[config.mk]
export PLATFORM = sky130hd
export DESIGN_NAME = vrrq_wrap
export DESIGN_NICKNAME = d
export VERILOG_FILES = /design/src/sv/vrrq_pkg.sv /design/src/sv/vrrq_wrap.sv
export SDC_FILE = /design/constraint.sdc
export NUM_CORES = 1
export LEC_CHECK = 0
export BUFFER_PORTS_ARGS = -buffer_cell sky130_fd_sc_hd__buf_2
export CELL_PAD_IN_SITES_DETAIL_PLACEMENT = 1
export CELL_PAD_IN_SITES_GLOBAL_PLACEMENT = 1
export CORE_MARGIN = 1.5
export CORE_UTILIZATION = 27
export DETAILED_ROUTE_END_ITERATION = 16
export PLACE_DENSITY = 0.81
export SYNTH_ARGS = -nofsm -noshare
export SYNTH_HDL_FRONTEND = slang
export SYNTH_SLANG_ARGS = --single-unit
[constraint.sdc]
create_clock -name vclk -period 1.6
set_input_delay 0.16 -clock vclk [all_inputs]
set_output_delay 0.16 -clock vclk [all_outputs]
set_load 0.03 [all_outputs]
[src/sv/vrrq_pkg.sv]
package vrrq_pkg;

    // default sizing of the ring
    localparam int RING_BYTES_DEF = 1024;
    localparam int LEN_BYTES_DEF  = 4;
    localparam int MAX_READ_DEF   = 64;

    // fixed field widths
    localparam int OP_W   = 3;
    localparam int BYTE_W = 8;
    localparam int LEN_W  = 11;
    localparam int STAT_W = 2;

    typedef enum logic [OP_W-1:0] {
        OP_PUSH_BEGIN = 3'd0,
        OP_PUSH_BYTE  = 3'd1,
        OP_POP        = 3'd2,
        OP_PEEK       = 3'd3,
        OP_CLEAR      = 3'd4
    } t_op;

    typedef enum logic [STAT_W-1:0] {
        ST_OK      = 2'd0,
        ST_FULL    = 2'd1,
        ST_EMPTY   = 2'd2,
        ST_IGNORED = 2'd3
    } t_status;

    typedef enum logic [7:0] {
        S_IDLE    = 8'b0000_0001,
        S_PFX_WR  = 8'b0000_0010,
        S_TAIL    = 8'b0000_0100,
        S_BYTE_WR = 8'b0000_1000,
        S_PFX_RD  = 8'b0001_0000,
        S_CALC    = 8'b0010_0000,
        S_HEAD    = 8'b0100_0000,
        S_STREAM  = 8'b1000_0000
    } t_state;

endpackage

[src/sv/vrrq_wrap.sv]
module vrrq_wrap
    import vrrq_pkg::*;
#(
    parameter int RING_BYTES = RING_BYTES_DEF
) (
    input  logic [$clog2(RING_BYTES)-1:0]   i_base,
    input  logic [$clog2(RING_BYTES+1)-1:0] i_ofs,
    output logic [$clog2(RING_BYTES)-1:0]   o_idx
);

    localparam int IW = $clog2(RING_BYTES);
    localparam int FW = $clog2(RING_BYTES + 1);

    logic [FW:0] sum;

    // base is below the ring size and the offset at most the ring size
    always_comb begin
        sum = (FW+1)'(i_base) + (FW+1)'(i_ofs);
        if (sum >= (FW+1)'(RING_BYTES)) begin
            sum = sum - (FW+1)'(RING_BYTES);
        end
        o_idx = IW'(sum);
    end

endmodule

==> flow_metrics.env <==
export IMPL_avgSynthCellArea_um2=7.56
export IMPL_drt_wl_total_um=2430
export IMPL_die_y_um=40.8
export IMPL_drive_above_1_share=0.724
export IMPL_crit_fanout=2
export IMPL_peakVddDrop_uv=360
export IMPL_synth_fp_nets=82
export IMPL_fmax_ghz=0.579
export IMPL_placed_cell_area_um2=667
export IMPL_route_met3_wl_um=116
export IMPL_relSlewSlack=0.793
export IMPL_grt_overflow_total=0
export IMPL_postLayoutCellArea_um2=946
export IMPL_ant_nets=0
export IMPL_synth_most_common_cell="ha_1"
export IMPL_ys_types=17
export IMPL_yosys_warnings=0
export IMPL_min_from="i_base[0]"
export IMPL_crit_slowest_cell="a221oi_4"
export IMPL_synth_top_cell_by_area="ha_1"
export IMPL_ios=31
export IMPL_area_growth_pct=145
export IMPL_p_leak_uw=0.000447
export IMPL_dp_slack_ns=-0.222
export IMPL_met2_wirelength_um=1320
export IMPL_drv_cap=0
export IMPL_hp_class="in -> out"
export IMPL_synthTopCellsByArea="ha_1, xnor2_1, nand3_1"
export IMPL_violations="setup timing"
export IMPL_antenna_found_initial=0
export IMPL_crit_type="in -> out"
export IMPL_hpwl_um=1120
export IMPL_utilization=0.718
export IMPL_worstHoldPathCells=3
export IMPL_vias_per_cell=5.52
export IMPL_arrival_ns=1.57
export IMPL_holdPathEnd="o_idx[0]"
export IMPL_drt_pre_antenna_iters=3
export IMPL_drc_errors=0
export IMPL_hold_ws_ns=0.696
export IMPL_path_cells="buf_6, ha_4, a21o_1, a21o_1, a221oi_4, xnor2_2, buf_6"
export IMPL_cp_end_kind="primary output"
export IMPL_vias=624
export IMPL_worst_slew_pin_slew_ns=0.309
export IMPL_powerDensity_mw_per_mm2=605
export IMPL_grt_max_degree=7
export IMPL_critPathLaunchType="input port"
export IMPL_groute_usage_overall=0.260
export IMPL_cp_slowest_stage_delay_ns=0.36
export IMPL_nFillCells=139
export IMPL_seq_cells=0
export IMPL_wl_per_cell_um=21.5
export IMPL_m1WireLength_um=864
export IMPL_final_nets=131
export IMPL_min_period_ns=1.73
export IMPL_drtIter0Drc=7
export IMPL_status="finished with violations"
export IMPL_drv_slew=0
export IMPL_netlist_area_um2=385
export IMPL_required_ns=1.44
export IMPL_worst_slack_ns=-0.127
export IMPL_core_mm2=0.00132
export IMPL_diodes=0
export IMPL_ff_latch_area_um2=0
export IMPL_synth_top_area_share=0.292
export IMPL_rows=13
export IMPL_timing_final_crit_share=1.08
export IMPL_maxUsedRoutingLayer="met4"
export IMPL_gp_congestion=0.649
export IMPL_power_total_uw=573
export IMPL_initial_core_util=0.292
export IMPL_hold_viol_final=0
export IMPL_port_buffers=30
export IMPL_multi_input_area_um2=564
export IMPL_rsz0062_at_grt="true"
export IMPL_clock_buffers=0
export IMPL_yosys_top_cells_count="ha_1, xnor2_1, inv_1"
export IMPL_die_w_um=40.8
export IMPL_netlist_instances=51
export IMPL_grt_pass1_vias=654
export IMPL_grt_first_pass_wirelength_um=2860
export IMPL_ys_seq_area_frac=0
export IMPL_finalSetupViolCount=5
export IMPL_dieArea_mm2=0.00166
==> per-layer routing <==
metal | track usage | vias up
li1 | - | 278
met1 | 0.248 | 304
met2 | 0.523 | 28
met3 | 0.0217 | 14
met4 | 0.150 | 0
met5 | 0 | -
==> timing repair <==
action,CTS,global route
setup endpoints to repair,6,6
hold buffers,0,0
pin swaps,14,11
resized for setup,30,11
setup buffers,3,3
hold endpoints to repair,0,0
==> worst max-delay path, delay by kind of cell <==
kind	cells	cell delay, ns
buffers and inverters	2	0.25
adder cells (fa/ha/maj)	1	0.24
AO/OA/AOI/OAI	3	0.75
XOR/XNOR	1	0.16
==> kinds of logic (layout without fill, tap and decap cells) <==
logic type	Yosys count	count (layout)	synth area share
AO/OA/AOI/OAI	13	13	0.237
XOR/XNOR	9	9	0.205
adder cells (fa/ha/maj)	10	10	0.344
buffers and inverters	6	53	0.0584
AND/OR/NAND/NOR	13	13	0.156
==> per-stage QoR <==
| stage | setup TNS, ns | instances |
|---|---|---|
| 6_report | -0.390 | 113 |
| 5_1_grt | -0.637 | 113 |
| 4_1_cts | -0.0637 | 110 |
| 3_5_place_dp | -0.973 | 107 |
| 3_3_place_gp | -0.851 | 107 |
| 2_1_floorplan | -0.242 | 51 |
==> cell type report <==
| class | count | area share |
|---|---|---|
| tap | 15 | 0.0198 |
| inverter | 6 | 0.0238 |
| multi-input combinational | 45 | 0.597 |
| timing repair buffer | 47 | 0.360 |
==> worst max-delay path by stage <==
stage	start	endpoint	cells after the start	slack, ns
6_report	i_ofs[5]	o_idx[8]	7	-0.13
2_1_floorplan	i_base[0]	o_idx[4]	7	-0.11
3_3_place_gp	i_base[0]	o_idx[6]	9	-0.23
5_1_grt	i_ofs[5]	o_idx[8]	7	-0.15
3_5_place_dp	i_base[0]	o_idx[6]	9	-0.22
4_1_cts	i_ofs[0]	o_idx[8]	9	-0.04
==> placed cells by master (no fill, tap or decap), drive strengths merged <==
cell type,Yosys,final
xor2,2,2
xnor2,7,7
a31oi,2,2
nand2,2,2
ha,9,9
inv,6,6
o221ai,1,1
nand2b,1,1
a21o,2,2
buf,0,47
nand3,5,5
and2,1,1
fa,1,1
a221oi,1,1
o21ai,1,1
nor2,4,4
o211ai,2,2
a21oi,4,4
==> report_power, final <==
part	switching, µW	internal, µW	leakage (µW)
Combinational	303	270	0.000447
Clock	0	0	0
Sequential	0	0	0
Total	303	270	0.000447
(Power assumes the default switching activity.)
